[src/hw/rtl/btds_pkg.sv]
// ---------------------------------------------------------------------------
// btds_pkg
// shared types and constants for the byte translate / delete / squeeze filter
// ---------------------------------------------------------------------------
package btds_pkg;

    localparam int BYTE_W        = 8;
    localparam int TABLE_DEPTH   = 256;
    localparam int TABLE_ADDR_W  = $clog2(TABLE_DEPTH);
    localparam int CFG_IDX_W     = 2;
    localparam int CFG_DATA_W    = 1;

    // input item function codes
    localparam logic FUNC_DATA = 1'b0;
    localparam logic FUNC_LOAD = 1'b1;

    // configuration register indexes
    typedef enum logic [CFG_IDX_W-1:0] {
        CFG_COMPLEMENT = 2'd0,
        CFG_DELETE     = 2'd1,
        CFG_SQUEEZE    = 2'd2
    } t_cfg_idx;

    typedef struct packed {
        logic complement_set;
        logic delete_mode;
        logic squeeze_repeats;
    } t_cfg;

    typedef struct packed {
        logic s1_vld;
        logic out_vld;
    } t_flt_status;

endpackage

[src/hw/rtl/btds_table.sv]
// ---------------------------------------------------------------------------
// btds_table
// 256-entry translation and membership memory, registered read
// ---------------------------------------------------------------------------
module btds_table
    import btds_pkg::*;
(
    input  logic                    i_clk,
    input  logic                    i_rst_n,
    input  logic                    i_wr_en,
    input  logic                    i_rd_en,
    input  logic [TABLE_ADDR_W-1:0] i_addr,
    input  logic [BYTE_W-1:0]       i_wr_map,
    input  logic                    i_wr_member,
    output logic [BYTE_W-1:0]       o_rd_map,
    output logic                    o_rd_member
);

    logic [BYTE_W:0]           r_mem [TABLE_DEPTH];
    logic [TABLE_DEPTH-1:0]    r_written;
    logic [BYTE_W:0]           r_rd_data;
    logic                      r_rd_written;
    logic [TABLE_ADDR_W-1:0]   r_rd_addr;

    always_ff @(posedge i_clk) begin
        if (i_wr_en) begin
            r_mem[i_addr] <= {i_wr_map, i_wr_member};
        end
        if (i_rd_en) begin
            r_rd_data <= r_mem[i_addr];
            r_rd_addr <= i_addr;
        end
    end

    // per-entry written flags stand in for the identity reset contents
    always_ff @(posedge i_clk) begin
        if (!i_rst_n) begin
            r_written    <= '0;
            r_rd_written <= 1'b0;
        end else begin
            if (i_wr_en) begin
                r_written[i_addr] <= 1'b1;
            end
            if (i_rd_en) begin
                r_rd_written <= r_written[i_addr];
            end
        end
    end

    assign o_rd_map    = r_rd_written ? r_rd_data[BYTE_W:1] : BYTE_W'(r_rd_addr);
    assign o_rd_member = r_rd_written ? r_rd_data[0] : 1'b0;

endmodule

[config.mk]
export PLATFORM = sky130hd
export DESIGN_NAME = btds_table
export DESIGN_NICKNAME = d
export VERILOG_FILES = /design/src/hw/rtl/btds_pkg.sv /design/src/hw/rtl/btds_table.sv
export SDC_FILE = /design/constraint.sdc
export NUM_CORES = 2
export LEC_CHECK = 0
export BUFFER_PORTS_ARGS = -buffer_cell sky130_fd_sc_hd__buf_2
export CAP_MARGIN = 20
export CELL_PAD_IN_SITES_DETAIL_PLACEMENT = 0
export CELL_PAD_IN_SITES_GLOBAL_PLACEMENT = 1
export CORE_AREA = 5 5 410 412
export DETAILED_ROUTE_END_ITERATION = 8
export DIE_AREA = 0 0 415 417
export GPL_TIMING_DRIVEN = 1
export PLACE_DENSITY_LB_ADDON = 0.1
export SLEW_MARGIN = 25
export SYNTH_ARGS = -nofsm -noshare
export SYNTH_HDL_FRONTEND = slang
export SYNTH_SLANG_ARGS = --single-unit
[constraint.sdc]
create_clock -name i_clk -period 5.2 [get_ports i_clk]
set_input_delay 0.78 -clock i_clk [delete_from_list [all_inputs] [get_ports i_clk]]
set_output_delay 0.78 -clock i_clk [all_outputs]
set_load 0.1 [all_outputs]
=== After elaboration in Yosys (flattened, before gate mapping) ===
Memory sizes are Yosys's and may differ from the RTL's. A register that Yosys moved wholly into a read port is not among the register bits.
Cells that the tools add are included.

* Logic and storage cells: 16
* Register bits after elaboration: 265
* Memory bits (writable): 2304
* Memories: 1
* Output and inout bits: 9
* Memory bits (read-only): 0
* Bits in latches: 0

* Divide/modulo/power cells: 0
* Reductions and logical operators: 1
* Multiply operators: 0
* Add/sub/neg operators: 0
* $lt $le $gt $ge: 2
* Equal/unequal tests: 0
* Shifts and indexed selects: 0
* Bitwise gates (word level): 1
* Multiplexer cells: 8

{| class="wikitable"
|+ Memory list
! memory !! depth !! width !! read ports !! clocked after Yosys merged registers in !! write ports !! RTL line !! source
|-
| r_mem || 256 || 9 || 1 || 1 || 1 || btds_table.sv:19 || <nowiki>logic [BYTE_W:0] r_mem [TABLE_DEPTH];</nowiki>
|}

{| class="wikitable"
|+ Operators by type and width
! kind !! count
|-
| bitwise OR 256 bit || 1
|-
| less-than comparator 8 x 9 -> 1 bit, second input constant || 1
|-
| binary-select mux 1 bit (select 8 bit) || 1
|-
| demux 1 bit (select 8 bit) || 1
|-
| greater-or-equal comparator 8 x 1 -> 1 bit, second input constant || 1
|-
| 2-to-1 mux 8 bit || 1
|-
| 2-to-1 mux 1 bit || 5
|-
| logical AND 1 bit || 1
|}

=== Depth between registers and ports, before layout ===
* Depth after elaboration: 5
* Gate-level depth with buffers: 13
* Depth with buffers taken out: 7

=== Least setup slack after synthesis ===
Ideal clock, no wire load.

* Path type: input-to-reg
* From: in i_addr[0]
* To: mem r_mem[160][0] in the netlist's numbering, enable pin
* Path buffers: 8
* Data required time: 4.798 ns
* Arrival time: 3.301 ns
* Stages on the path: 10
* Slack: 1.497 ns
* Path through: buf_6 -> buf_6 -> buf_6 -> buf_6 -> buf_4 -> buf_6 -> buf_2 -> or2_2 -> buf_2 -> nor4_1

{| class="wikitable"
|+ RTL lines
! what !! RTL line !! source
|-
| start: declaration || btds_table.sv:12 || <nowiki>input logic [TABLE_ADDR_W-1:0] i_addr,</nowiki>
|-
| end: declaration || btds_table.sv:19 ||
|}

Straight into the memory's write port.

==> results.toml <==
[grt]
first_pass_grt_wire_length_um = 368000
number_of_antenna_violations_at_the_first_check_in_global_routing = 10
number_of_global_route_vias_before_repair = 49875
grt.overflow.total = 0
globalRouteTotalUtil_pct = 29.8
grt_start_max_net_pins = 161

[clock_tree]
ctsRootBufferMaster = "clkbuf_16"
clk_path_buf_depth = 4
h-tree-depth = 5
post-cts-setup-buffer-count = 0
tritoncts_num_sinks = 2578
clk_pin_slew_worst_paths_ns = 0.06
cts_tree = "yes"
clk_latency_ns = 0.91
numCtsBuffers = 276
post_cts_hold_buffer_count = 0
cts_resized = 0

[placement]
gp_congestion = 0.862
place.port_buffers = 29
place_inst = 6978
post-dp-hpwl_um = 159000
place_worst_setup_slack_ns = 0.392
post_dp_cell_area_um2 = 105000

[floorplanning]
die-width_um = 415
floorplan.rows = 149
floorplan.core_area_um2 = 164000
die_area_um2 = 173000
floorplan.initialDensity_pct = 60.4
die_height_um = 417
num_io_pins = 30

[flow_run]
maxCapViolations = 0

[synthesis]
synth_top_area_cell = "edfxtp_1"
mappedNetlistNets = 4603
synthesis.yosys.warnings = 0
synth_top_cells_by_count = "edfxtp_1, mux4_2, dfxtp_1"
ys_seq_elements = 2578
ys_top_cells_by_area = "edfxtp_1, mux4_2, dfxtp_1"
ys_async_sr_fraction_pct = 0
syn_area_per_cell_um2 = 21.6
netlist_instances = 4582
yosysSeqAreaShare_pct = 75.5
post-synth-top-area-fraction_pct = 70.3
synth_enable_flop_cells = 2321
synth_most_common_cell = "edfxtp_1"
synth_cell_types = 48
synth_flop_cell = "edfxtp_1"
netlist_area_um2 = 99100

[timing]
final_period_minus_worst_setup_slack_ns = 3.95
setup-violations-final = 0
hold-worst-slack_ns = 0.248
timing.fmax_ghz = 0.253
hold_viol = 0
timing.max_slew.rel_slack_pct = 18.7
rsz0062_at_grt = "false"
min_period_over_period_pct = 75.9
drv_slew = 0
skew_ns = 0.0350
setup_total_negative_slack_ns = 0
postLayoutSetupSlackWorst_ns = 1.25
timing_worst_slew_pin_value_ns = 1.22

[setup_path]
worst_ep_required_time_ns = 5.83
worst-path-max-fanout = 50
critPathArrivalTime_ns = 4.58
r2r_setup_slack_ns = 2.07
reg2reg_from = "r_mem[252][0]"
worst_r2r_endpoint = "r_rd_data[0]"
crit_path_start_kind = "input pin"
critPathKind = "input pin to register"
rr_worst_depth = 7
crit_path_end_kind = "register"

[route]
met1_length_um = 100000
route.final.wire_length_um = 255000
highest-signal-layer = "met5"
drtIter0Drc = 6688
drc_errors = 0
count_of_vias_placed_by_the_detailed_router = 49964
antenna_left = 0
detail_route.wl_per_cell_um = 34.3
met3_length_um = 23200
met2_wirelength_um = 123000
count_of_tritonroute_iterations_in_the_first_routing_pass = 7
vias_per_cell = 6.70

[cells_and_area]
nFillCells = 10351
final_instance_area_um2 = 113000
layout-drive-gt1-share_pct = 31.5
final_cells = 7456
nets = 5089
final_core_util_pct = 69.0
flow.area_growth_from_synthesis_pct = 14.2

[pwr]
ir_drop_mv = 0.381
p_leak_nw = 36.6
power-per-cell-area_nw_per_um2 = 384
design_power_total_mw = 43.5

[min_path]
worstHoldPathType = "input pin to register"
worstHoldPathCells = 1
hold_path_startpoint = "i_addr[6]"
holdPathEnd = "r_rd_addr[6]"

[outcome]
status = "finished clean"
[per-layer routing]
metal,vias to the layer above,track usage (%)
met5,-,0
met4,4,9.70
met3,448,5.90
met2,2603,46.6
met1,26778,43.3
li1,20131,-
[cell families (layout without fill, tap and decap cells)]
kind of cell	count (synthesis)	count (layout)	synth area share, %
AOI/OAI and AO/OA	370	370	2.76
other	0	4	0
DFF	2578	2578	75.5
muxes	862	862	18.0
buffers and inverters	295	976	1.55
and+or+nand+nor	477	477	2.13
[sequential cells by signal (all words and copies together), names as in the netlist]
signal / cells
r_rd_addr: 8
r_rd_written: 1
r_rd_data: 9
r_written: 256
r_mem: 2304
[worst max path at each step]
stage / from / endpoint / cells after the start
finish: i_addr[0] / r_rd_data[0] / 10
global placement: i_addr[0] / r_rd_data[0] / 10
floorplan: i_addr[0] / r_mem[160][0] / 10
CTS: i_addr[0] / r_rd_data[0] / 10
global route: i_addr[0] / r_rd_data[0] / 10
detailed placement: i_addr[0] / r_rd_data[0] / 10
[report_power, final]
part / internal, mW / total, mW / leakage, nW / switching (mW)
Combinational: 0.785 / 2.17 / 9.42 / 1.38
Clock: 11.1 / 18.7 / 4.20 / 7.64
Sequential: 22.6 / 22.6 / 22.9 / 0.0226
Total: 34.5 / 43.5 / 36.6 / 9.04
[cell usage in the layout, fill, tap and decap left out, types with 5 or more instances in the layout]
| cell | instances |
|---|---|
| nor2_1 | 246 |
| o21ai_0 | 7 |
| buf_12 | 28 |
| nor3_1 | 41 |
| nor4_1 | 5 |
| mux2_2 | 21 |
| buf_2 | 15 |
| a21oi_1 | 13 |
| mux4_2 | 736 |
| nor2b_1 | 16 |
| bufinv_16 | 11 |
| nand2_1 | 47 |
| buf_8 | 5 |
| nand3_2 | 12 |
| o32ai_1 | 7 |
| clkbuf_1 | 81 |
| nand3_1 | 57 |
| o21a_1 | 256 |
| a211oi_1 | 6 |
| a22oi_1 | 34 |
| o22ai_1 | 12 |
| nor2_2 | 6 |
| clkbuf_16 | 286 |
| nand4_1 | 17 |
| buf_4 | 441 |
| nand2b_1 | 5 |
| a31oi_1 | 13 |
| edfxtp_1 | 2321 |
| clkinv_2 | 37 |
| clkbuf_8 | 41 |
| mux2i_1 | 105 |
| dfxtp_1 | 257 |
| and2_1 | 6 |
| clkinv_1 | 18 |
[layout make-up]
class	count	area (um2)	share of cell area, %
diodes	4	10.0	0.00884
clock buffers	399	7900	6.98
clock inverters	74	648	0.573
inverters	3	11.3	0.00995
multi-input cells	1709	22800	20.2
flip-flops and latches	2578	74800	66.1
well taps	2189	2740	2.42
repair buffers	500	4180	3.70
[critical path, stage by stage]
cell     delay (ns)
buf_8          0.59
buf_12         0.30
buf_4          0.38
mux4_2         0.59
mux2i_1        0.28
o22ai_1        0.13
mux2i_1        0.49
nand3_1        0.27
a31oi_1        0.45
nand3_1        0.14
Power figures use the tool's default switching activity.
