<file path="src/hw/rtl/btds_pkg.sv">
// ---------------------------------------------------------------------------
// btds_pkg
// shared types and constants for the byte translate / delete / squeeze filter
// ---------------------------------------------------------------------------
package btds_pkg;

    localparam int BYTE_W        = 8;
    localparam int TABLE_DEPTH   = 256;
    localparam int TABLE_ADDR_W  = $clog2(TABLE_DEPTH);
    localparam int CFG_IDX_W     = 2;
    localparam int CFG_DATA_W    = 1;

    // input item function codes
    localparam logic FUNC_DATA = 1'b0;
    localparam logic FUNC_LOAD = 1'b1;

    // configuration register indexes
    typedef enum logic [CFG_IDX_W-1:0] {
        CFG_COMPLEMENT = 2'd0,
        CFG_DELETE     = 2'd1,
        CFG_SQUEEZE    = 2'd2
    } t_cfg_idx;

    typedef struct packed {
        logic complement_set;
        logic delete_mode;
        logic squeeze_repeats;
    } t_cfg;

    typedef struct packed {
        logic s1_vld;
        logic out_vld;
    } t_flt_status;

endpackage

</file>
<file path="src/hw/rtl/btds_filter.sv">
// ---------------------------------------------------------------------------
// btds_filter
// decide stage: delete / translate / squeeze, previous byte and output register
// ---------------------------------------------------------------------------
module btds_filter
    import btds_pkg::*;
(
    input  logic              i_clk,
    input  logic              i_rst_n,
    input  t_cfg              i_cfg,
    input  logic              i_data_acc,
    input  logic [BYTE_W-1:0] i_byte,
    input  logic [BYTE_W-1:0] i_rd_map,
    input  logic              i_rd_member,
    input  logic              i_out_ready,
    output logic              o_ready,
    output logic              o_out_valid,
    output logic [BYTE_W-1:0] o_out_byte,
    output t_flt_status       o_status
);

    logic              r_s1_vld;
    logic [BYTE_W-1:0] r_s1_byte;
    logic              r_out_vld;
    logic [BYTE_W-1:0] r_out_byte;
    logic [BYTE_W-1:0] r_prev;

    logic              s1_adv;
    logic              hit;
    logic [BYTE_W-1:0] emit;
    logic              keep;

    assign s1_adv = r_s1_vld && (!r_out_vld || i_out_ready);
    assign hit    = i_rd_member ^ i_cfg.complement_set;
    assign emit   = i_cfg.delete_mode ? r_s1_byte : i_rd_map;
    assign keep   = !(i_cfg.delete_mode && hit)
                 && !(i_cfg.squeeze_repeats && (emit == r_prev));
    assign o_ready = !r_s1_vld || s1_adv;

    always_ff @(posedge i_clk) begin
        if (!i_rst_n) begin
            r_s1_vld  <= 1'b0;
            r_out_vld <= 1'b0;
            r_prev    <= '0;
        end else begin
            if (i_data_acc) begin
                r_s1_vld <= 1'b1;
            end else if (s1_adv) begin
                r_s1_vld <= 1'b0;
            end
            if (s1_adv && keep) begin
                r_out_vld <= 1'b1;
                r_prev    <= emit;
            end else if (i_out_ready) begin
                r_out_vld <= 1'b0;
            end
        end
    end

    always_ff @(posedge i_clk) begin
        if (i_data_acc) begin
            r_s1_byte <= i_byte;
        end
        if (s1_adv && keep) begin
            r_out_byte <= emit;
        end
    end

    assign o_out_valid      = r_out_vld;
    assign o_out_byte       = r_out_byte;
    assign o_status.s1_vld  = r_s1_vld;
    assign o_status.out_vld = r_out_vld;

endmodule

</file>
<file path="config.mk">
export PLATFORM = sky130hd
export DESIGN_NAME = btds_filter
export DESIGN_NICKNAME = d
export VERILOG_FILES = /design/src/hw/rtl/btds_pkg.sv /design/src/hw/rtl/btds_filter.sv
export SDC_FILE = /design/constraint.sdc
export NUM_CORES = 1
export LEC_CHECK = 0
export BUFFER_PORTS_ARGS = -buffer_cell sky130_fd_sc_hd__buf_2
export CAP_MARGIN = 20
export CORE_MARGIN = 2
export CORE_UTILIZATION = 48
export CTS_CLUSTER_DIAMETER = 60
export CTS_CLUSTER_SIZE = 25
export DETAILED_ROUTE_END_ITERATION = 6
export PLACE_DENSITY = 0.84
export SYNTH_ARGS = -nofsm -noshare
export SYNTH_HDL_FRONTEND = slang
export SYNTH_SLANG_ARGS = --single-unit
</file>
<file path="constraint.sdc">
create_clock -name i_clk -period 1.9 [get_ports i_clk]
set_input_delay 0.095 -clock i_clk [delete_from_list [all_inputs] [get_ports i_clk]]
set_output_delay 0.095 -clock i_clk [all_outputs]
set_load 0.02 [all_outputs]
</file>
# Word level (Yosys, flattened, before mapping)
# Cells that the tools add are included.
[classes]
div_mod_pow = 0
mul = 0
n_shift = 0
n_addsub = 0
n_eq_ne = 1
n_lt_le_gt_ge = 0
mux = 5
reduce_logical = 13
bitwise_logic = 1
[ops]
columns = ["cell", "count"]
rows = [
  ["8-bit == test", 1],
  ["8-bit 2-to-1 mux", 1],
  ["1-bit logical AND", 5],
  ["1-bit zero test", 4],
  ["1-bit 2-to-1 mux", 4],
  ["2-bit nonzero test", 2],
  ["1-bit logical OR", 2],
  ["1-bit bitwise XOR", 1],
]
[totals]
n_memories = 0
register_bits = 26
latch_bits = 0
mem_bits_rw = 0
input_bits = 24
romBits = 0

# Longest topological paths before layout
[depth]
word_depth = 7
depth_mapped = 6
depth_no_buf = 5

# Worst setup path after synthesis
# No wires, ideal clock.
[synth_timing]
path_kind = "flip-flop to flip-flop"
start = "reg r_out_vld, in the netlist o_out_valid"
end = "reg r_out_byte[0], in the netlist o_out_byte[0], enable pin"
path_buffers = 0
synth_period_minus_slack_ps = 1768
arrival_ps = 1421
required_ps = 1552
setup_ps = 348
path_stages_with_launch = 4
path_slack_ps = 132
cell_sequence = "dfxtp_1 nor2b_1 a211oi_1 o31a_1"
[synth_via]
elab_chain_cells = 4
[synth_lines]
columns = ["element", "line", "rtl"]
rows = [
  ["start: declaration", "btds_filter.sv:24", "logic r_out_vld;"],
  ["start signal: assignment", "btds_filter.sv:43", "r_out_vld <= 1'b0;"],
  ["start signal: assignment", "btds_filter.sv:52", "r_out_vld <= 1'b1;"],
  ["start signal: assignment", "btds_filter.sv:55", "r_out_vld <= 1'b0;"],
  ["1-bit zero test", "btds_filter.sv:33", "assign s1_adv = r_s1_vld && (!r_out_vld || i_out_ready);"],
  ["1-bit logical OR", "btds_filter.sv:33", ""],
  ["1-bit logical AND", "btds_filter.sv:33", ""],
  ["1-bit logical AND", "btds_filter.sv:64", "if (s1_adv && keep) begin"],
  ["end signal: assignment", "btds_filter.sv:65", "r_out_byte <= emit;"],
  ["end: declaration", "btds_filter.sv:25", "logic [BYTE_W-1:0] r_out_byte;"],
]
# No other way between the ends.
# A chain may end at the register's enable or synchronous reset.

# Final worst setup path
[layout_timing]
start = "reg r_s1_byte[3]"
end = "reg r_out_vld, in the netlist o_out_valid"
[layout_via]
elab_chain_cells = 7
elab_cells_between_ends = 8
cone_classes = "eq/ne (1); mux (2); reduce/logical (5)"
[layout_lines]
columns = ["element", "line", "rtl"]
rows = [
  ["start: declaration", "btds_filter.sv:23", "logic [BYTE_W-1:0] r_s1_byte;"],
  ["start signal: assignment", "btds_filter.sv:62", "r_s1_byte <= i_byte;"],
  ["8-bit 2-to-1 mux (*)", "btds_filter.sv:35", "assign emit = i_cfg.delete_mode ? r_s1_byte : i_rd_map;"],
  ["8-bit == test (*)", "btds_filter.sv:37", "&& !(i_cfg.squeeze_repeats && (emit == r_prev));"],
  ["1-bit logical AND (*)", "btds_filter.sv:37", ""],
  ["1-bit zero test (*)", "btds_filter.sv:37", ""],
  ["1-bit logical AND (*)", "btds_filter.sv:37", ""],
  ["1-bit logical AND (*)", "btds_filter.sv:51", "if (s1_adv && keep) begin"],
  ["1-bit 2-to-1 mux or 2-bit nonzero test (tied branches)", "n/a", ""],
]
# Every way passes the cells marked *; elsewhere a longest branch is shown, timed or not.

==> summary.md <==
| Metric | Value |
|---|---|
| Worst-path cell chain | `mux2i_1 -> xor2_1 -> nand3_1 -> o31a_1 -> o21a_1` |
| Clock tree from TritonCTS | `yes` |
| Relative slew margins | `71.41%` |
| First-pass GRT wire length | `2925 um` |
| Die span in y | `51.60 um` |
| Delay of the slowest critical-path stage | `0.43 ns` |
| Worst EP required | `2.12 ns` |
| Post-CTS resize count | `0` |
| Average routed wire per standard cell | `10.92 um` |
| Routed vias/inst | `4.675` |
| Instance area after placement | `1270 um^2` |
| DR pass1 iterations | `4` |
| Number of H-tree levels | `1` |
| Horizontal extent of the die | `51.60 um` |
| Clock transition time at the flip-flop clock pins of the worst setup and hold paths | `0.12 ns` |
| Hold path depth | `2` |
| Post-synthesis instance area | `1087 um^2` |
| Share of layout cells above drive strength 1 | `33.33%` |
| Instance count of the mapped netlist | `83` |
| Outcome | `completed` |
| Post-synthesis register bit count | `26` |
| Layout Skew | `0.001262 ns` |
| Endpoint type of the worst setup path | `flip-flop` |
| Pwr dens | `780.1 nW/um^2` |
| Critical hold path startpoint | `i_rst_n` |
| Crit path launch type | `flip-flop` |
| Slew of the pin with the lowest slew margin | `0.4289 ns` |
| Hold Path End | `o_out_valid` |
| Max Cap Violations | `0` |
| Antenna violations before repair | `0` |
| Leading post-synthesis cells by cell area | `sky130_fd_sc_hd__edfxtp_1 (44%), sky130_fd_sc_hd__dfxtp_1 (18%), sky130_fd_sc_hd__mux2i_1 (6.4%)` |
| Final count of hold timing violations | `0` |
| Static leakage | `0.6910 nW` |
| Launching point of the worst reg2reg path | `r_s1_byte[3]` |
| Layout overhead on the synthesized area | `27.50%` |
| Delay-heaviest family, CP | `compound AO/OA/AOI/OAI gates` |
| Port-buffer cells | `35` |
| Final Net Count | `151` |
| Total non-filler cell area in the finished layout | `1386 um^2` |
| Maximum fanout along the worst path | `10` |
| Period utilization | `89.12%` |
| Core Footprint | `2170 um^2` |
| Starting density of the core | `50.12%` |
| Global route total overflow | `0` |
| Clock Tree Buf Depth | `2` |
| Cell accounting for the most synthesized area | `sky130_fd_sc_hd__edfxtp_1` |
| Shortest clock period the worst path allows after layout | `1.693 ns` |
| Maximum achievable frequency | `590.6 MHz` |
| Num rows | `17` |
| CTS root buf | `sky130_fd_sc_hd__clkbuf_4` |
| Pins over their slew limit | `0` |
| DRC violation count after routing | `0` |
| Number of nets in the synthesized netlist | `107` |
| Arrival time at the worst endpoint | `1.91 ns` |
| TritonCTS Buffers | `3` |
| Weighted congestion reported at the end of routability-driven placement | `0.7340` |
| Critical-path cell with the highest stage delay | `sky130_fd_sc_hd__o31a_1` |
| Synth Area per Inst | `13.10 um^2` |
| # clock sinks | `26` |
| Sequential cell area fraction in the yosys report | `62.60%` |
| Category of the critical setup timing path | `flip-flop to flip-flop` |
| RSZ-0062 raised after global routing | `false` |
| Syn. warnings | `0` |
| Die Footprint | `2662 um^2` |
| Setup crit start | `r_s1_byte[3]` |
| R2r worst-path depth | `5` |
| Routed Antenna Nets | `0` |
| Register-to-register setup slack | `0.21 ns` |
| Largest net degree at the start of global routing | `15` |
| N_diodes | `0` |
| Total buffers and inverters traversed by the critical path | `0` |
| Skew-Pair Late Insertion Delay | `0.31 ns` |
| Filler instances | `192` |
| Endpoints failing setup | `0` |
| I/O Pins | `36` |
| Worst hold-check path type | `input pin to flip-flop` |
| Fraction of synthesized cell area taken by the top area cell type | `44.19%` |
| Sum of negative setup slack | `0 ns` |
| Peak ir drop on the vdd network | `0.5588 mV` |
| Number of global-route vias before repair | `713` |
| Critical R2R Capture | `o_out_valid` |
| Total via count in the routed design | `720` |
| Tot GR Track Use | `14.71%` |
| Netlist cell types | `21` |
| Sum of routed wire length over all layers | `1681 um` |
| Detailed Route Iter0 Violations | `9` |
power by group:
group / switching, mW / total [mW] / leakage (nW) / internal, mW
sequential: 0.0161 / 0.657 / 0.235 / 0.641
combinational: 0.0823 / 0.160 / 0.435 / 0.0780
clock: 0.147 / 0.264 / 0.0210 / 0.117
cell type report:
type,instances,area (um^2),share of cell area (%)
Sequential cell,26,680.7,49.10
Multi-Input combinational cell,44,341.6,24.64
Timing Repair Buffer,44,262.8,18.95
Clock buffer,4,36.28,2.617
Tap cell,28,35.03,2.527
Inverter,8,30.03,2.166
kinds of logic after synthesis:
kind of cell	synth area share, %
compound gates	9.091
xor+xnor	7.250
buf+inv	5.983
flops	62.60
mux	9.090
simple gates	5.984
layer usage:
layer | GRT usage [%] | share of wire, % | vias to the layer above
li1 | - | - | 370
met1 | 18.29 | 43 | 326
met2 | 26.28 | 52 | 24
met3 | 1.724 | 4.6 | 0
met4 | 5.263 | 0 | 0
met5 | 0 | 0 | -
repair_timing:
action                    4_1_cts  5_1_grt
setup buffers                   0        0
hold buffers                    8        0
hold endpoints to repair        8        0
cell usage after synthesis (all sizes together):
master and count:
a211oi 1, a21oi 1, buf 4, clkbuf 1, dfxtp 10, edfxtp 16
inv 8, mux2 1, mux2i 8, nand2 11, nand3 1, nand4 1
nor2b 2, o211a 7, o21a 1, o31a 1, xnor2 1, xor2 8
sequential cells by signal (all words and copies together), names as in the netlist:
name,cells
o_out_valid,1
r_s1_vld,1
o_out_byte,8
r_s1_byte,8
r_prev,8
placed cells by master (no fill, tap or decap):
cell type,instances
sky130_fd_sc_hd__edfxtp_1,16
sky130_fd_sc_hd__nand3_1,1
sky130_fd_sc_hd__mux2i_1,7
sky130_fd_sc_hd__a21oi_1,1
sky130_fd_sc_hd__nor2b_1,2
sky130_fd_sc_hd__buf_4,1
sky130_fd_sc_hd__inv_1,8
sky130_fd_sc_hd__o31a_1,1
sky130_fd_sc_hd__clkbuf_4,3
sky130_fd_sc_hd__o21a_1,1
sky130_fd_sc_hd__buf_2,35
sky130_fd_sc_hd__clkbuf_8,1
sky130_fd_sc_hd__dfxtp_1,10
sky130_fd_sc_hd__mux2_4,1
sky130_fd_sc_hd__xnor2_1,1
sky130_fd_sc_hd__dlygate4sd3_1,8
sky130_fd_sc_hd__nand4_1,1
sky130_fd_sc_hd__nand2_1,11
sky130_fd_sc_hd__xor2_1,8
sky130_fd_sc_hd__a211oi_1,1
sky130_fd_sc_hd__o211a_1,7
sky130_fd_sc_hd__mux2i_2,1
through the flow:
step	instances	util (%)	power, mW	hold slack (ns)	worst slack (ns)
finish	154	63.90	1.082	0.1007	0.2068
global route	154	63.90	1.137	0.09138	0.03192
CTS	154	63.90	1.095	0.09413	0.1900
detailed placement	142	58.54	0.8189	0.2731	0.1339
global placement	142	58.54	0.8143	0.2709	0.1696
floorplan	83	-	0.7701	0.1939	0.1315
worst max path at each step:
| stage | endpoint | slack (ns) | depth (start not counted) |
|---|---|---|---|
| detailed placement | o_out_valid | 0.13 | 6 |
| finish | o_out_valid | 0.21 | 5 |
| global route | o_out_valid | 0.03 | 5 |
| floorplan | o_out_byte[0] | 0.13 | 3 |
| CTS | o_out_valid | 0.19 | 5 |
| global placement | o_out_valid | 0.17 | 6 |
Note: power is estimated with default switching activity, not from simulation.
